`config.mk`:
```
export PLATFORM = sky130hd
export DESIGN_NAME = lcd_rect_fill_byte_sequencer
export DESIGN_NICKNAME = d
export VERILOG_FILES = /design/src/design/lrf_pkg.sv /design/src/design/lrf_cfg_regs.sv /design/src/design/lrf_step.sv /design/src/design/lcd_rect_fill_byte_sequencer.sv
export VERILOG_INCLUDE_DIRS = /design/src /design/src/design
export SDC_FILE = /design/constraint.sdc
export NUM_CORES = 1
export LEC_CHECK = 0
export BUFFER_PORTS_ARGS = -buffer_cell sky130_fd_sc_hd__buf_2
export CAP_MARGIN = 20
export CORE_MARGIN = 5
export CORE_UTILIZATION = 62
export CTS_CLUSTER_DIAMETER = 80
export DETAILED_ROUTE_END_ITERATION = 8
export PLACE_DENSITY = 0.83
export SLEW_MARGIN = 10
export SYNTH_ARGS = -nofsm -noshare
export SYNTH_HDL_FRONTEND = slang
export SYNTH_SLANG_ARGS = --single-unit
```
`constraint.sdc`:
```
create_clock -name clk -period 10.4 [get_ports clk]
set_clock_uncertainty 0.15 [all_clocks]
set_input_delay 3.12 -clock clk [delete_from_list [all_inputs] [get_ports clk]]
set_output_delay 3.12 -clock clk [all_outputs]
set_load 0.02 [all_outputs]
```
`src/design/lcd_rect_fill_byte_sequencer_defines.svh`:
```
// ----------------------------------------------------------------------------
// lcd rect fill byte sequencer assertion macros
// shared concurrent assertion forms, clocked on clk, disabled in reset
// ----------------------------------------------------------------------------
`ifndef LCD_RECT_FILL_BYTE_SEQUENCER_DEFINES_SVH
`define LCD_RECT_FILL_BYTE_SEQUENCER_DEFINES_SVH

// condition must hold at every edge out of reset
`define LRF_ASSERT_ALWAYS(lbl, cond, msg) \
  lbl: assert property (@(posedge clk) disable iff (rst) (cond)) else $error(msg);

// antecedent in a cycle implies consequent in the next
`define LRF_ASSERT_NEXT(lbl, ante, cons, msg) \
  lbl: assert property (@(posedge clk) disable iff (rst) (ante) |=> (cons)) \
    else $error(msg);

// antecedent implies consequent in the same cycle
`define LRF_ASSERT_SAME(lbl, ante, cons, msg) \
  lbl: assert property (@(posedge clk) disable iff (rst) (ante) |-> (cons)) \
    else $error(msg);

`endif

```
`src/design/lrf_pkg.sv`:
```
// ----------------------------------------------------------------------------
// lrf_pkg
// shared types, codes and helpers for the lcd rectangle fill sequencer
// ----------------------------------------------------------------------------
`timescale 1ns / 1ps

package lrf_pkg;

  // default panel geometry
  localparam int PANEL_WIDTH_DEF  = 128;
  localparam int PANEL_HEIGHT_DEF = 128;

  // panel commands
  localparam logic [7:0] CMD_COL_SET   = 8'h2A;
  localparam logic [7:0] CMD_ROW_SET   = 8'h2B;
  localparam logic [7:0] CMD_MEM_WRITE = 8'h2C;

  // item kinds
  localparam logic KIND_START = 1'b0;
  localparam logic KIND_TICK  = 1'b1;

  // result status codes
  localparam logic [1:0] ST_OK     = 2'd0;
  localparam logic [1:0] ST_REJECT = 2'd1;
  localparam logic [1:0] ST_BUSY   = 2'd2;
  localparam logic [1:0] ST_IDLE   = 2'd3;

  // sequencer phases
  localparam logic [3:0] PH_COL_CMD  = 4'd0;
  localparam logic [3:0] PH_COL_S_HI = 4'd1;
  localparam logic [3:0] PH_COL_S_LO = 4'd2;
  localparam logic [3:0] PH_COL_E_HI = 4'd3;
  localparam logic [3:0] PH_COL_E_LO = 4'd4;
  localparam logic [3:0] PH_ROW_CMD  = 4'd5;
  localparam logic [3:0] PH_ROW_S_HI = 4'd6;
  localparam logic [3:0] PH_ROW_S_LO = 4'd7;
  localparam logic [3:0] PH_ROW_E_HI = 4'd8;
  localparam logic [3:0] PH_ROW_E_LO = 4'd9;
  localparam logic [3:0] PH_MEM_CMD  = 4'd10;
  localparam logic [3:0] PH_PIXELS   = 4'd11;

  // configuration register indexes
  localparam int CFG_IDX_W  = 2;
  localparam int CFG_DATA_W = 7;
  localparam logic [CFG_IDX_W-1:0] CFG_DISPLAY_READY = 2'd0;
  localparam logic [CFG_IDX_W-1:0] CFG_COLUMN_OFFSET = 2'd1;
  localparam logic [CFG_IDX_W-1:0] CFG_ROW_OFFSET    = 2'd2;

  localparam logic [6:0] COLUMN_OFFSET_RST = 7'd2;
  localparam logic [6:0] ROW_OFFSET_RST    = 7'd3;

  typedef struct packed {
    logic        kind;
    logic [7:0]  rect_x;
    logic [7:0]  rect_y;
    logic [7:0]  rect_width;
    logic [7:0]  rect_height;
    logic [15:0] fill_color;
  } item_t;

  typedef struct packed {
    logic       has_byte;
    logic [7:0] out_byte;
    logic       is_data;
    logic       last;
    logic [1:0] status;
  } result_t;

  typedef struct packed {
    logic       display_ready;
    logic [6:0] column_offset;
    logic [6:0] row_offset;
  } cfg_t;

  typedef struct packed {
    logic        busy;
    logic [3:0]  phase;
    logic [7:0]  win_col_start;
    logic [7:0]  win_col_end;
    logic [7:0]  win_row_start;
    logic [7:0]  win_row_end;
    logic        low_half_next;
    logic [15:0] held_color;
  } seq_state_t;

  // byte k of the pair (a0 + off, a1 + off), high byte first
  function automatic logic [7:0] addr_byte(input logic [7:0] a0, input logic [7:0] a1,
                                           input logic [6:0] off, input logic [1:0] k);
    logic [8:0] v;
    v = (k[1] ? {1'b0, a1} : {1'b0, a0}) + {2'b00, off};
    return k[0] ? v[7:0] : {7'd0, v[8]};
  endfunction

endpackage

```
`src/design/lrf_cfg_regs.sv`:
```
// ----------------------------------------------------------------------------
// lrf_cfg_regs
// configuration register file: display ready flag and address offsets
// ----------------------------------------------------------------------------
`timescale 1ns / 1ps

module lrf_cfg_regs
  import lrf_pkg::*;
(
  input  logic                  clk,
  input  logic                  rst,
  input  logic                  cfg_valid,
  output logic                  cfg_ready,
  input  logic [CFG_IDX_W-1:0]  cfg_index,
  input  logic [CFG_DATA_W-1:0] cfg_data,
  output cfg_t                  cfg
);

  assign cfg_ready = 1'b1;

  always_ff @(posedge clk) begin
    if (rst) begin
      cfg.display_ready <= 1'b0;
      cfg.column_offset <= COLUMN_OFFSET_RST;
      cfg.row_offset    <= ROW_OFFSET_RST;
    end else if (cfg_valid && cfg_ready) begin
      unique case (cfg_index)
        CFG_DISPLAY_READY: cfg.display_ready <= cfg_data[0];
        CFG_COLUMN_OFFSET: cfg.column_offset <= cfg_data;
        CFG_ROW_OFFSET:    cfg.row_offset    <= cfg_data;
        default: ;
      endcase
    end
  end

endmodule

```
`src/design/lrf_step.sv`:
```
// ----------------------------------------------------------------------------
// lrf_step
// next state and result word for one accepted item
// ----------------------------------------------------------------------------
`timescale 1ns / 1ps

module lrf_step
  import lrf_pkg::*;
#(
  parameter int PANEL_WIDTH  = PANEL_WIDTH_DEF,
  parameter int PANEL_HEIGHT = PANEL_HEIGHT_DEF,
  parameter int PIX_W        = $clog2(PANEL_WIDTH * PANEL_HEIGHT + 1)
)(
  input  item_t             item,
  input  cfg_t              cfg,
  input  seq_state_t        state,
  input  logic [PIX_W-1:0]  pixels_left,
  output seq_state_t        state_next,
  output logic [PIX_W-1:0]  pixels_left_next,
  output result_t           result
);

  localparam logic [8:0] PW9 = 9'(PANEL_WIDTH);
  localparam logic [8:0] PH9 = 9'(PANEL_HEIGHT);

  logic             reject;
  logic [8:0]       sum_x;
  logic [8:0]       sum_y;
  logic [7:0]       w_clip;
  logic [7:0]       h_clip;
  logic [15:0]      area;
  logic [PIX_W-1:0] pix_dec;

  // start request checks and clipping
  assign reject = !cfg.display_ready || (item.rect_width == 8'd0) ||
                  (item.rect_height == 8'd0) ||
                  ({1'b0, item.rect_x} >= PW9) || ({1'b0, item.rect_y} >= PH9);
  assign sum_x  = {1'b0, item.rect_x} + {1'b0, item.rect_width};
  assign sum_y  = {1'b0, item.rect_y} + {1'b0, item.rect_height};
  assign w_clip = (sum_x > PW9) ? 8'(PW9 - {1'b0, item.rect_x}) : item.rect_width;
  assign h_clip = (sum_y > PH9) ? 8'(PH9 - {1'b0, item.rect_y}) : item.rect_height;
  assign area   = w_clip * h_clip;
  assign pix_dec = pixels_left - PIX_W'(1);

  always_comb begin
    state_next       = state;
    pixels_left_next = pixels_left;
    result           = '0;
    if (item.kind == KIND_START) begin
      if (state.busy) begin
        result.status = ST_BUSY;
      end else if (reject) begin
        result.status = ST_REJECT;
      end else begin
        state_next.win_col_start = item.rect_x;
        state_next.win_col_end   = 8'({1'b0, item.rect_x} + {1'b0, w_clip} - 9'd1);
        state_next.win_row_start = item.rect_y;
        state_next.win_row_end   = 8'({1'b0, item.rect_y} + {1'b0, h_clip} - 9'd1);
        state_next.held_color    = item.fill_color;
        state_next.low_half_next = 1'b0;
        state_next.phase         = PH_COL_CMD;
        state_next.busy          = 1'b1;
        pixels_left_next         = PIX_W'(area);
        result.status            = ST_OK;
      end
    end else if (!state.busy) begin
      result.status = ST_IDLE;
    end else begin
      result.status   = ST_OK;
      result.has_byte = 1'b1;
      result.is_data  = 1'b1;
      state_next.phase = 4'(state.phase + 4'd1);
      unique case (state.phase) inside
        PH_COL_CMD: begin
          result.out_byte = CMD_COL_SET;
          result.is_data  = 1'b0;
        end
        PH_COL_S_HI, PH_COL_S_LO, PH_COL_E_HI, PH_COL_E_LO: begin
          result.out_byte = addr_byte(state.win_col_start, state.win_col_end,
                                      cfg.column_offset, 2'(state.phase - PH_COL_S_HI));
        end
        PH_ROW_CMD: begin
          result.out_byte = CMD_ROW_SET;
          result.is_data  = 1'b0;
        end
        PH_ROW_S_HI, PH_ROW_S_LO, PH_ROW_E_HI, PH_ROW_E_LO: begin
          result.out_byte = addr_byte(state.win_row_start, state.win_row_end,
                                      cfg.row_offset, 2'(state.phase - PH_ROW_S_HI));
        end
        PH_MEM_CMD: begin
          result.out_byte = CMD_MEM_WRITE;
          result.is_data  = 1'b0;
        end
        PH_PIXELS: begin
          state_next.phase = PH_PIXELS;
          if (!state.low_half_next) begin
            result.out_byte          = state.held_color[15:8];
            state_next.low_half_next = 1'b1;
          end else begin
            result.out_byte          = state.held_color[7:0];
            state_next.low_half_next = 1'b0;
            pixels_left_next         = pix_dec;
            result.last              = (pix_dec == '0);
            if (pix_dec == '0) begin
              state_next.busy  = 1'b0;
              state_next.phase = PH_COL_CMD;
            end
          end
        end
        default: begin
          result = '0;
          state_next.phase = state.phase;
        end
      endcase
    end
  end

endmodule

```
`src/design/lcd_rect_fill_byte_sequencer.sv`:
```
// ----------------------------------------------------------------------------
// lcd_rect_fill_byte_sequencer
// the result word of an accepted item is registered in the output register
// throughput: one item per cycle while the result side is ready, the output register being the only stage
// the output register frees as it is read, so a new item enters while a result is taken
// reset: synchronous active high, clears the sequencer state and the result valid flag
// config resets to display not ready, column offset 2, row offset 3
// ----------------------------------------------------------------------------
`timescale 1ns / 1ps
`include "lcd_rect_fill_byte_sequencer_defines.svh"

module lcd_rect_fill_byte_sequencer
  import lrf_pkg::*;
#(
  parameter int PANEL_WIDTH  = PANEL_WIDTH_DEF,
  parameter int PANEL_HEIGHT = PANEL_HEIGHT_DEF
)(
  input  logic                  clk,
  input  logic                  rst,
  // configuration write channel
  input  logic                  cfg_valid,
  output logic                  cfg_ready,
  input  logic [CFG_IDX_W-1:0]  cfg_index,
  input  logic [CFG_DATA_W-1:0] cfg_data,
  // item channel: start requests and byte ticks
  input  logic                  item_valid,
  output logic                  item_ready,
  input  item_t                 item,
  // result channel
  output logic                  result_valid,
  input  logic                  result_ready,
  output result_t               result
);

  // pixel counter sized for a full panel
  localparam int PIX_W = $clog2(PANEL_WIDTH * PANEL_HEIGHT + 1);

  cfg_t             cfg;
  seq_state_t       state;
  seq_state_t       state_next;
  logic [PIX_W-1:0] pixels_left;
  logic [PIX_W-1:0] pixels_left_next;
  result_t          result_next;
  logic             item_accept;

  // configuration registers
  lrf_cfg_regs u_cfg (
    .clk       (clk),
    .rst       (rst),
    .cfg_valid (cfg_valid),
    .cfg_ready (cfg_ready),
    .cfg_index (cfg_index),
    .cfg_data  (cfg_data),
    .cfg       (cfg)
  );

  // per-item logic: checks, clipping, phase advance, byte select
  lrf_step #(
    .PANEL_WIDTH  (PANEL_WIDTH),
    .PANEL_HEIGHT (PANEL_HEIGHT),
    .PIX_W        (PIX_W)
  ) u_step (
    .item             (item),
    .cfg              (cfg),
    .state            (state),
    .pixels_left      (pixels_left),
    .state_next       (state_next),
    .pixels_left_next (pixels_left_next),
    .result           (result_next)
  );

  // take a word whenever the output register is empty or being drained
  assign item_ready  = !result_valid || result_ready;
  assign item_accept = item_valid && item_ready;

  // sequencer state, updated once per accepted word
  always_ff @(posedge clk) begin
    if (rst) begin
      state       <= '0;
      pixels_left <= '0;
    end else if (item_accept) begin
      state       <= state_next;
      pixels_left <= pixels_left_next;
    end
  end

  // output register valid flag
  always_ff @(posedge clk) begin
    if (rst) begin
      result_valid <= 1'b0;
    end else if (item_accept) begin
      result_valid <= 1'b1;
    end else if (result_ready) begin
      result_valid <= 1'b0;
    end
  end

  // output register payload, no reset needed
  always_ff @(posedge clk) begin
    if (item_accept) begin
      result <= result_next;
    end
  end

  // idle sequencer always sits at the column command
  `LRF_ASSERT_ALWAYS(a_idle_phase, state.busy || (state.phase == PH_COL_CMD), "idle with phase set")
  // phase never runs past the pixel phase
  `LRF_ASSERT_ALWAYS(a_phase_range, state.phase <= PH_PIXELS, "phase out of range")
  // pixel streaming always has pixels left to send
  `LRF_ASSERT_SAME(a_pix_left, state.busy && (state.phase == PH_PIXELS), pixels_left != '0, "pixel phase with zero count")
  // the last byte ends the fill
  `LRF_ASSERT_NEXT(a_last_idle, item_accept && result_next.last, !state.busy, "busy after last byte")
  // bytes only carry ok status
  `LRF_ASSERT_SAME(a_byte_ok, result_valid && result.has_byte, result.status == ST_OK, "byte with bad status")

endmodule
```
# After elaboration in Yosys (flattened, before gate mapping)
# Cells that the tools add are included.
totals:
  rom_bits: 0
  latchBits: 0
  output_inout_bits: 16
  memories: 0
  word_cells: 121
  ramBits: 0
  register_bits: 98
op_classes:
  n_addsub: 14
  n_mul: 1
  div_mod_pow: 0
  n_reduce_logical: 28
  magnitude_cmp: 4
  shift: 0
  n_eq_ne: 19
  bitwise: 3
  muxes: 34
op_table:
  columns: ["op", "n"]
  rows:
  - ["$mux W54", 2]
  - ["$mux W15", 6]
  - ["$mux W8", 7]
  - ["$pmux W8 S6", 1]
  - ["$mux W5", 4]
  - ["$add A8 B8 Y9", 2]
  - ["$add A9 B7 Y9", 2]
  - ["$gt A9 B8 Y1 const B", 2]
  - ["$add A8 B8 Y8", 2]
  - ["$eq A4 B3 Y1 const B", 4]
  - ["$eq A4 B4 Y1 const B", 4]
  - ["$ge A8 B8 Y1 const B", 2]
  - ["$logic_not A8 Y1", 2]
  - ["$sub A8 B1 Y8 const B", 2]
  - ["$sub A8 B8 Y8 const A", 2]
  - ["$logic_not A15 Y1", 1]
  - ["$mul A8 B8 Y15", 1]
  - ["$sub A15 B1 Y15 const B", 1]
  - ["$reduce_or A12 Y1", 1]
  - ["$reduce_or A11 Y1", 1]
  - ["$mux W1", 10]
  - ["$reduce_and A5 Y1", 2]
  - ["$reduce_or A9 Y1", 1]
  - ["$eq A4 B2 Y1 const B", 2]
  - ["other kinds (22)", 39]

# Depth between registers and ports, before layout
# Gate-level depths: netlist of run 1.
logic_depth:
  word_depth: 8
  depth_mapped: 30
  ltp_nobuf: 29

# Hierarchy
# A second synthesis of run 1 with hierarchy kept.
hier_totals:
  hier_cells: 1283
  hier_area_um2: 10204.8
by_module_without_submodules:
  columns: ["mod", "cells_each", "area_each_um2", "instances", "seq_area_each_um2"]
  rows:
  - ["lrf_step", 887, 6152.2, 1, 0.0]
  - ["lcd_rect_fill_byte_sequencer", 334, 3408.3, 1, 1791.7]
  - ["lrf_cfg_regs", 62, 644.4, 1, 300.3]

# Worst setup path after synthesis of run 1
# No wires, ideal clock.
synth_path:
  path_kind: "input-to-reg"
  start: "input item[24] (netlist bit)"
  end: "register pixels_left[14]"
  setup_slack_ns: 0.767
  path_buffers: 1
  required_time_ns: 10.130
  t_arrival_ns: 9.363
  path_stages: 26
  path_cell_list: "ha_1 > fa_1 > xor2_1 > or3_1 > a221oi_2 > a31oi_1 > o221a_2 > a21o_1 > buf_2 > mux2i_4 > or2_2 > fa_1 > fa_1 > inv_1 > fa_1 > inv_1 > fa_1 > inv_1 > ha_1 > a21o_1 > a21oi_1 > o2111ai_1 > a21o_1 > a21oi_1 > xnor2_1 > o31a_1"
synth_between:
  elab_chain_len: 7
  word_cells_on_any_way: 14
synth_rtl:
  columns: ["element", "line", "text"]
  rows:
  - ["start, declared", "lcd_rect_fill_byte_sequencer.sv:28", "input item_t item,"]
  - ["$add A8 B8 Y9 / $logic_not A8 Y1 (equally long branches)", "lrf_step.sv:38, lrf_step.sv:35", null]
  - ["$gt A9 B8 Y1 / $logic_or A1 B1 Y1 (equally long branches)", "lrf_step.sv:40, lrf_step.sv:35", null]
  - ["$mux W8 / $logic_or A1 B1 Y1 (equally long branches)", "lrf_step.sv:40, lrf_step.sv:35", null]
  - ["$mul A8 B8 Y15 / $logic_or A1 B1 Y1 (equally long branches)", "lrf_step.sv:42, lrf_step.sv:36", null]
  - ["$mux W15 / $logic_or A1 B1 Y1 (equally long branches)", "lrf_step.sv:52, lrf_step.sv:37", null]
  - ["$mux W15 / $ne A2 B2 Y1 (equally long branches)", null, null]
  - ["$mux W15 / $reduce_and A6 Y1 (equally long branches)", null, null]
  - ["end signal, assigned", "lcd_rect_fill_byte_sequencer.sv:83", "pixels_left <= pixels_left_next;"]
  - ["end, declared", "lcd_rect_fill_byte_sequencer.sv:41", "logic [PIX_W-1:0] pixels_left;"]
# Several ways; a longest one is shown, not always the timed one. The select of a mux whose other input is x is not followed.
# A chain may end at the register's enable or synchronous reset.

# Worst setup path after layout of run 1
# Same ends and word-level chain as after synthesis.

==> summary.txt, run 1 <==
Reg2Reg Depth - 14
MaxCap Viol Count - 0
Seq. cell area - 0.00209 sq mm
fin cells - 1,324
hold buffer count at CTS - 0
DR vias/cell - 5.75
final count of hold timing violations - 0
total grt overflow - 0
final setup fails - 0
GP Congestion - 0.925
Peak VDD IR - 0.000205 V
crit path max fanout - 12
number of global-route vias before repair - 7,321
Design Area, Final - 0.00967 sq mm
filler cell count - 1,110
Max-slew headroom - 0.216
WL/cell - 15.8 um
worst endpoint data arrival time - 9900 ps
dpl ws - 282 ps
Die Ht - 129 um
initial antenna violation count - 0
worst path required time - 10,490 ps
Setup WS post-layout - 584 ps
crit path from - item[24]
commonest cells after routing, fill and taps aside - 132 x nand2_1, 115 x inv_1, 115 x nor2_1
n_diodes - 0
synthesized cell area - 0.00882 sq mm
CP Capture Type - flip-flop
worst min path class - reg -> reg
core area - 0.0139 sq mm
Setup crit end - pixels_left[14]
CTS Buffer Depth - 2
cell taking the most area after synthesis - dfxtp_1
I/O Pins - 79
DRC violations left - 0
Total GRT Usage - 0.257
unrepaired setup endpoints after global routing - no
RR Endpoint - result[4]
status - complete, no violations
final core occ - 0.694
Worst R2R Setup Slack - 6300 ps
H-tree Lvls - 3
async set-reset flop share out of synthesis - 0
Worst Setup Start Kind - input port
Die ar. - 0.0167 sq mm
global-route wire length before repair - 34.9 mm
TNS Setup - 0 ps
post-route minimum period - 9820 ps
largest net degree at the start of global routing - 82
Die W - 129 um
Netlist cell types - 69
worst slew pin tran - 1170 ps
vias - 7,618
# rows - 43
WS Path Type - in -> reg
DP HPWL - 16.3 mm
main area contributors after synthesis - dfxtp_1 19%, ha_1 14%, fa_1 9.3%
reg2reg start - state[50]
CTS tree - yes
initial core utilization - 0.633
total power - 2.17 mW
Yosys top cell area share - 0.193
# port buffers - 77
Synthesis Warnings - 0
synthesized area per cell - 8.17 sq um
Post-synth EDFFs - 13
post-cts sizing count - 0
CTS sink count - 98
post-CTS setup buffer count - 0
Seq/Total Area, Yosys - 0.237
Yosys reg bits - 98
final period utilization - 0.944
DP Cell Count - 1,307
final slew viol count - 0
Root Buffer - clkbuf_16
Synth Net Count - 1,284
share of cells above drive strength 1 - 0.133
Final nets - 1,343
1st-pass router iterations - 5
Area growth syn-to-layout - 9.63%
CTS Buf Count - 9
worst-skew pair later-pin latency - 350 ps
Routed WL - 20.9 mm
cell count after synthesis - 1,080
multi-input logic area - 0.00614 sq mm
placed cell areas - 0.00936 sq mm
Clock transition at path regs - 70 ps
antenna viol nets, final - 0
DRT iter0 DRCs - 576
pwr dens - 225 mW/mm^2
most common cell after layout, fill and taps aside - nand2_1
most used flip-flop cell after synthesis - dfxtp_1
Hold Slack - 297 ps
f_max - 102 MHz
leak pwr - 4.37 nW
[registers in the layout, summed over array words and instances, names as in the netlist]
name and flops:
result_valid 1, pixels_left 15, result 13, u_cfg.cfg 15, state 54
[critical path, cell delays in order]
cell and delay [ps]:
buf_2 120, ha_1 220, fa_1 410, a211oi_1 310, o21bai_1 120, a21oi_1 280, a31oi_1 130, o221a_2 290
a21o_1 370, mux2i_4 320, or2_2 350, fa_1 490, fa_1 540, inv_1 50, fa_1 540, inv_1 60
fa_1 530, inv_1 40, ha_1 310, a21o_1 190, a21oi_1 200, o2111ai_1 190, a21o_1 200, a21oi_1 170
xnor2_1 100, o31a_1 230
[layer usage]
layer / up-vias / part of all wire / global-route usage
met5: - / 0 / 0
met4: 0 / 0.025 / 0.0828
met3: 36 / 0.058 / 0.0289
met2: 268 / 0.47 / 0.431
met1: 3516 / 0.45 / 0.349
li1: 3798 / - / -
[cell type report]
type                            count  share of cell area
Multi-Input combinational cell    825               0.635
Clock buffer                       12              0.0277
Sequential cell                    98               0.216
Timing Repair Buffer               89              0.0495
Inverter                          116              0.0450
Tap cell                          180              0.0233
Clock inverter                      4             0.00336
[synth_stat cells, types with 11 or more instances]
cell type	instances
nand2_1	132
inv_1	115
nor2_1	115
ha_1	100
a21oi_1	87
dfxtp_1	85
fa_1	41
clkbuf_1	37
xnor2_1	34
o21ai_0	30
mux2i_1	29
a21o_1	24
xor2_1	19
a211oi_1	15
mux2_2	15
edfxtp_1	13
nor3_1	13
nand3_1	12
o21bai_1	11
or2_2	11
[power by group]
group / internal [mW] / leakage, nW / total [mW] / switching, mW
clock network: 0.185 / 0.149 / 0.331 / 0.146
logic: 0.649 / 3.40 / 1.45 / 0.802
registers: 0.388 / 0.814 / 0.391 / 0.00280
[logic make-up after synthesis]
family	after synthesis	share of synthesized area
AND/OR/NAND/NOR	349	0.178
buffers and inverters	157	0.0675
AO/OA/AOI/OAI	234	0.170
XOR/XNOR	54	0.0544
other	1	0.000425
multiplexers	46	0.0571
flip-flops	98	0.237
adder cells (fa/ha/maj)	141	0.235
[worst min-delay path by stage]
stage	from	to	slack, ps	cells past startpoint
floorplan	state[20]	state[20]	280	2
global placement	state[23]	state[23]	290	2
detailed placement	state[23]	state[23]	290	2
CTS	state[23]	state[23]	300	2
global route	state[23]	state[23]	330	2
finish	state[23]	state[23]	300	2
Power figures use the tool's default switching activity.
==> inputs of run 2 (changes only) <==
--- a/config.mk
+++ b/config.mk
@@ -9,10 +9,12 @@
 export BUFFER_PORTS_ARGS = -buffer_cell sky130_fd_sc_hd__buf_2
 export CAP_MARGIN = 20
 export CORE_MARGIN = 5
-export CORE_UTILIZATION = 62
+export CORE_UTILIZATION = 56
 export CTS_CLUSTER_DIAMETER = 80
 export DETAILED_ROUTE_END_ITERATION = 8
-export PLACE_DENSITY = 0.83
+export HOLD_SLACK_MARGIN = 0.03
+export PLACE_DENSITY = 0.79
+export RECOVER_POWER = 100
 export SLEW_MARGIN = 10
 export SYNTH_ARGS = -nofsm -noshare
 export SYNTH_HDL_FRONTEND = slang
==> constraint.sdc (replaced) <==
create_clock -name clk -period 8.02 [get_ports clk]
set_clock_uncertainty 0.15 [all_clocks]
set_input_delay 2.406 -clock clk [delete_from_list [all_inputs] [get_ports clk]]
set_output_delay 2.406 -clock clk [all_outputs]
set_load 0.02 [all_outputs]
==> run 2 against run 1 <==
  * Core utilization up 3.2 points
  * The run now ends with negative setup slack left
  * Sequential power up 30%
  * Critical endpoint is now pixels_left[13]
  * Combinational power up 91%
  * Clock power up 31%
  * Register-to-register slack worse by 2400 ps
  * Clock-buffer cell count down 2
  * Non-clock buffer count up 124
  * Die area up 9.9%
==> summary.txt, run 2 (same netlist as run 1, synthesis figures left out) <==
status - complete, but fails checks (was complete, no violations)
failing checks - negative setup slack
hold buffer count at CTS - 0 (unchanged)
multi-input logic area - 0.00654 sq mm (was 0.00614 sq mm)
worst slew pin tran - 986 ps (was 1170 ps)
reg2reg start - state[50] (unchanged)
n_diodes - 0 (unchanged)
GP Congestion - 0.912 (was 0.925)
pwr dens - 333 mW/mm^2 (was 225 mW/mm^2)
biggest regs - state (54), pixels_left (15), u_cfg.cfg (15) (unchanged)
Hold Path Stages - 2 (unchanged)
leak pwr - 5.06 nW (was 4.37 nW)
total grt overflow - 0 (unchanged)
Die ar. - 0.0184 sq mm (was 0.0167 sq mm)
fin cells - 1,480 (was 1,324)
worst min path class - reg -> reg (unchanged)
DR vias/cell - 5.62 (was 5.75)
# port buffers - 77 (unchanged)
largest net degree at the start of global routing - 81 (was 82)
Reg2Reg Depth - 14 (unchanged)
CTS tree - yes (unchanged)
Largest Register - state (unchanged)
final setup fails - 8 (was 0)
post-route minimum period - 8480 ps
Die Ht - 136 um (was 129 um)
Peak VDD IR - 0.000429 V (was 0.000205 V)
unrepaired setup endpoints after global routing - yes (was no)
1st-pass router iterations - 5 (unchanged)
Die W - 136 um (was 129 um)
Total GRT Usage - 0.257 (about the same)
share of cells above drive strength 1 - 0.259 (was 0.133)
initial antenna violation count - 0 (unchanged)
initial core utilization - 0.576 (was 0.633)
WL met1 - 9.86 mm (was 9.35 mm)
H-tree Lvls - 3 (unchanged)
met3 routed WL - 1.44 mm (was 1.22 mm)
Clock transition at path regs - 70 ps (about the same)
Worst Setup Start Kind - input port (unchanged)
crit path max fanout - 5 (was 12)
worst path required time - 8130 ps (was 10,490 ps)
final slew viol count - 0 (unchanged)
CTS Buf Count - 9 (unchanged)
WS Path Type - in -> reg (unchanged)
RR Endpoint - result[4] (unchanged)
# rows - 45 (was 43)
dpl ws - -860 ps (was 282 ps)
Final nets - 1,468 (was 1,343)
number of flip-flops under the largest register name - 54 (unchanged)
hold_sp - state[38] (was state[23])
f_max - 118 MHz
WL/cell - 16.2 um (was 15.8 um)
DP Cell Count - 1,435 (was 1,307)
CP Capture Type - flip-flop (unchanged)
final count of hold timing violations - 0 (unchanged)
DRC violations left - 0 (unchanged)
DRT iter0 DRCs - 573 (was 576)
CTS sink count - 98 (unchanged)
Routed WL - 23.9 mm (was 20.9 mm)
Area growth syn-to-layout - 26.1% (was 9.63%)
CTS Buffer Depth - 2 (unchanged)
Worst R2R Setup Slack - 3850 ps (was 6300 ps)
Max-slew headroom - 0.339 (was 0.216)
crit path from - item[40] (was item[24])
core area - 0.0153 sq mm (was 0.0139 sq mm)
worst-skew pair later-pin latency - 350 ps (about the same)
filler cell count - 1,139 (was 1,110)
Root Buffer - clkbuf_16 (unchanged)
Hold EP - state[38] (was state[23])
antenna viol nets, final - 0 (unchanged)
met2 wire length - 11.6 mm (was 9.83 mm)
DP HPWL - 17.2 mm (was 16.3 mm)
worst endpoint data arrival time - 8590 ps (was 9900 ps)
Seq. cell area - 0.00209 sq mm (unchanged)
I/O Pins - 79 (unchanged)
commonest cells after routing, fill and taps aside - 124 x nand2_1, 124 x buf_4, 110 x inv_1 (was 132 x nand2_1, 115 x inv_1, 115 x nor2_1)
MaxCap Viol Count - 0 (unchanged)
number of global-route vias before repair - 8,200 (was 7,321)
vias - 8,314 (was 7,618)
Highest Signal Layer - met4 (unchanged)
final period utilization - 1.06
Setup WS post-layout - -459 ps (was 584 ps)
global-route wire length before repair - 38.7 mm (was 34.9 mm)
## run 2: cell types whose count changed in the layout (fill, tap and decap cells not counted), moves of 6 or more
cell     change
buf_4      +113
buf_6       +10
ha_1         -7
ha_4         +7
nand2_1      -8
nor2_1       -6
nor2_2       +6
o21ai_4      +9
or2_2        -6
or2_4        +6
## run 2: repair_timing
item / CTS / global route
gates resized for setup: 46 / 26
pin swaps: 39 / 16
setup endpoints to repair: 8 / 9
setup buffers: 22 / 6
cloned: 2 / 0
## run 2: report_power, final
| part | switching (mW) | leakage, nW | total (mW) | internal (mW) |
|---|---|---|---|---|
| registers | 0.00366 | 0.814 | 0.507 | 0.503 |
| logic | 1.34 | 4.10 | 2.77 | 1.43 |
| clock network | 0.199 | 0.151 | 0.435 | 0.235 |
| total | 1.54 | 5.06 | 3.71 | 2.17 |
## run 2: worst max-delay path by stage
stage,endpoint
after global placement,pixels_left[11]
after global routing,pixels_left[13]
after CTS,pixels_left[13]
after detailed placement,pixels_left[13]
after floorplan,pixels_left[13]
final,pixels_left[13]
## run 2: metal layers
layer / GRT usage / vias up
met5: 0 / -
met4: 0.114 / 0
met3: 0.0293 / 84
met2: 0.437 / 321
met1: 0.329 / 3866
li1: - / 4043
## run 2: worst max-delay path: stages
cell and delay, ps:
buf_8 100, ha_4 150, fa_2 350, xor2_1 160, or3_1 330, a221oi_2 230
a31oi_1 130, o221a_2 290, a21o_4 260, buf_4 150, o21ai_4 230, or2_4 170
fa_1 430, fa_1 560, inv_2 50, fa_1 490, inv_1 50, fa_1 500
inv_2 50, ha_4 270, a21boi_4 190, o21ai_2 70, nand2b_1 80, a21o_1 110
a21o_1 160, nand3_2 100, a211o_1 270, a311oi_1 240
## run 2: layout make-up
cell class / count / share of cell area
clock buffers: 10 / 0.0225
clock inverters: 6 / 0.00461
inverters: 116 / 0.0391
multi-input cells: 826 / 0.587
flip-flops and latches: 98 / 0.188
well taps: 211 / 0.0237
repair buffers: 213 / 0.135
## run 2: stage by stage
stage	power, mW	utilization	instance area, sq um	TNS (ps)	hold slack, ps
global route	4.06	0.727	11100	-4060	317
CTS	3.49	0.717	11000	-897	300
finish	3.71	0.727	11100	-2110	300
detailed placement	2.80	0.671	10300	-5760	292
floorplan	2.10	-	8980	-1290	279
global placement	2.74	0.671	10300	-4680	287
==> inputs of run 3 (changes only) <==
--- a/config.mk
+++ b/config.mk
@@ -6,14 +6,15 @@
 export SDC_FILE = /design/constraint.sdc
 export NUM_CORES = 1
 export LEC_CHECK = 0
-export BUFFER_PORTS_ARGS = -buffer_cell sky130_fd_sc_hd__buf_2
+export ABC_CLOCK_PERIOD_IN_PS = 8020
 export CAP_MARGIN = 20
 export CORE_MARGIN = 5
-export CORE_UTILIZATION = 56
+export CORE_UTILIZATION = 59
 export CTS_CLUSTER_DIAMETER = 80
 export DETAILED_ROUTE_END_ITERATION = 8
+export DONT_BUFFER_PORTS = 1
 export HOLD_SLACK_MARGIN = 0.03
-export PLACE_DENSITY = 0.79
+export PLACE_DENSITY = 0.78
 export RECOVER_POWER = 100
 export SLEW_MARGIN = 10
 export SYNTH_ARGS = -nofsm -noshare
==> constraint.sdc (replaced) <==
create_clock -name clk -period 8.02 [get_ports clk]
set_clock_uncertainty 0.15 [all_clocks]
set_input_delay 0.401 -clock clk [delete_from_list [all_inputs] [get_ports clk]]
set_output_delay 0.401 -clock clk [all_outputs]
set_load 0.02 [all_outputs]
==> run 3 against run 2 <==
  * The run ends with max-capacitance violations, max-slew violations left
  * First-iteration DRC count shrank 3.7%
  * Worst hold slack lost 270 ps
  * Via count shrank 12%
  * Critical path depth shrank 2
  * Wire length shrank 14%
  * Maximum frequency grew 20%
  * Design area shrank 16%
  * Core utilization shrank 8.4 points
  * Die area shrank 4.7%
  * Sequential power grew 1%
  * Sequential share of layout area grew 3.5 points
  * Largest cell class unchanged
  * Highest routed layer unchanged
==> summary.txt, run 3 (same netlist as run 1, synthesis figures left out) <==
Die Ht - 132 um (was 136 um)
worst min path class - in -> reg (was reg -> reg)
CTS tree - yes (unchanged)
crit path max fanout - 12 (was 5)
final period utilization - 0.882 (was 1.06)
total power - 2.78 mW (was 3.71 mW)
DR vias/cell - 5.82 (was 5.62)
worst slew pin tran - 1620 ps (was 986 ps)
DP HPWL - 15.8 mm (was 17.2 mm)
Die ar. - 0.0175 sq mm (was 0.0184 sq mm)
Max-slew headroom - -0.0875 (was 0.339)
Root Buffer - clkbuf_16 (unchanged)
WL/cell - 16.2 um (about the same)
DRC violations left - 0 (unchanged)
CP Capture Type - flip-flop (unchanged)
# rows - 44 (was 45)
post-route minimum period - 7070 ps (was 8480 ps)
Largest Register - state (unchanged)
final setup fails - 0 (was 8)
Area growth syn-to-layout - 6.24% (was 26.1%)
Routed WL - 20.5 mm (was 23.9 mm)
Total GRT Usage - 0.235 (was 0.257)
f_max - 141 MHz (was 118 MHz)
Die W - 132 um (was 136 um)
CTS Buffer Depth - 2 (unchanged)
CTS Buf Count - 9 (unchanged)
share of cells above drive strength 1 - 0.0623 (was 0.259)
Hold Slack - 31.3 ps (was 300 ps)
global-route wire length before repair - 34.7 mm (was 38.7 mm)
leak pwr - 4.10 nW (was 5.06 nW)
1st-pass router iterations - 5 (unchanged)
worst-skew pair later-pin latency - 360 ps (was 350 ps)
# port buffers - 0 (was 77)
MaxCap Viol Count - 2 (was 0)
biggest regs - state (54), pixels_left (15), u_cfg.cfg (15) (unchanged)
TNS Setup - 0 ps (was -2110 ps)
H-tree Lvls - 3 (unchanged)
WS Path Type - in -> reg (unchanged)
CTS sink count - 98 (unchanged)
initial antenna violation count - 0 (unchanged)
failing checks - max-capacitance violations, max-slew violations (was negative setup slack)
unrepaired setup endpoints after global routing - no (was yes)
Peak VDD IR - 0.000297 V (was 0.000429 V)
pwr dens - 297 mW/mm^2 (was 333 mW/mm^2)
initial core utilization - 0.605 (was 0.576)
DRT iter0 DRCs - 552 (was 573)
largest net degree at the start of global routing - 78 (was 81)
antenna viol nets, final - 0 (unchanged)
commonest cells after routing, fill and taps aside - 132 x nand2_1, 115 x inv_1, 115 x nor2_1 (was 124 x nand2_1, 124 x buf_4, 110 x inv_1)
GP Congestion - 0.906 (was 0.912)
worst endpoint data arrival time - 7160 ps (was 8590 ps)
post-cts sizing count - 0 (was 46)
n_diodes - 0 (unchanged)
I/O Pins - 79 (unchanged)
worst path required time - 8110 ps (was 8130 ps)
vias - 7,329 (was 8,314)
final count of hold timing violations - 0 (unchanged)
total grt overflow - 0 (unchanged)
Clock transition at path regs - 70 ps (about the same)
number of flip-flops under the largest register name - 54 (unchanged)
core area - 0.0146 sq mm (was 0.0153 sq mm)
Final nets - 1,275 (was 1,468)
status - complete, but fails checks (unchanged)
number of global-route vias before repair - 7,144 (was 8,200)
final slew viol count - 53 (was 0)
Worst Setup Start Kind - input port (unchanged)
most common cell after layout, fill and taps aside - nand2_1
==> run 3: changes by cell type in the layout (fill, tap and decap cells not counted), moves of 7 or more <==
cell,previous run,this run
dlygate4sd3_1,0,10
buf_2,72,0
buf_4,124,7
ha_1,93,100
ha_4,7,0
nand2_1,124,132
o21ai_4,9,0
buf_6,11,0
==> run 3: layer usage <==
| metal | vias to the layer above | routed length, um | share of wire | GRT usage |
|---|---|---|---|---|
| li1 | 3650 | - | - | - |
| met1 | 3418 | 9420 | 0.46 | 0.323 |
| met2 | 226 | 9450 | 0.46 | 0.387 |
| met3 | 35 | 1200 | 0.058 | 0.0382 |
| met4 | 0 | 400 | 0.020 | 0.0639 |
| met5 | - | 0 | 0 | 0 |
==> run 3: layout make-up <==
cell class	instances	area (sq um)
well taps	184	230
inverters	116	435
multi-input cells	825	6120
fillers	1209	5210
clock buffers	9	225
repair buffers	21	193
flip-flops and latches	98	2090
clock inverters	7	78.8
==> run 3: critical path, cell delays in order <==
cell       delay, ps
ha_1             200
fa_1             410
a211oi_1         310
o21bai_1         120
a21oi_1          280
nor4bb_1         100
o21ai_0          350
a21o_1           510
mux2i_4          430
nor2_1           120
fa_1             480
fa_1             550
inv_1             50
fa_1             460
fa_1             540
inv_1             40
ha_1             310
inv_1             60
o21ai_0          100
a21o_1           210
a21oi_1          220
o2111ai_1        200
a21o_1           210
a21oi_1          170
xnor2_1           90
o31a_1           230
==> run 3: worst paths after layout <==
path                       from               to  slack (ps)  cells after the start
hold reg to reg       state[38]        state[38]         300                      2
setup reg to reg  u_cfg.cfg[14]        state[41]        3640                      6
setup / recovery       item[24]  pixels_left[14]         950                     26
hold / removal          item[6]         state[6]          30                      2
==> run 3: power by group <==
group | leakage [nW] | switching (mW) | total (mW) | internal [mW]
Sequential | 0.814 | 0.00812 | 0.512 | 0.503
Combinational | 3.13 | 1.02 | 1.84 | 0.819
Clock | 0.148 | 0.213 | 0.435 | 0.222
==> run 3: timing repair <==
action                                 in CTS  in global routing
endpoints found under the hold margin      80                  1
setup buffers                               0                  0
hold buffers                               10                  1
==> run 3: metrics by stage <==
stage	utilization	setup WS [ps]	instance area [sq um]	std cells
final	0.643	950	9380	1260
after global routing	0.643	469	9380	1260
after CTS	0.644	1070	9390	1258
after detailed placement	0.615	719	8970	1232
after global placement	0.615	864	8970	1232
after floorplan	-	1110	8820	1080
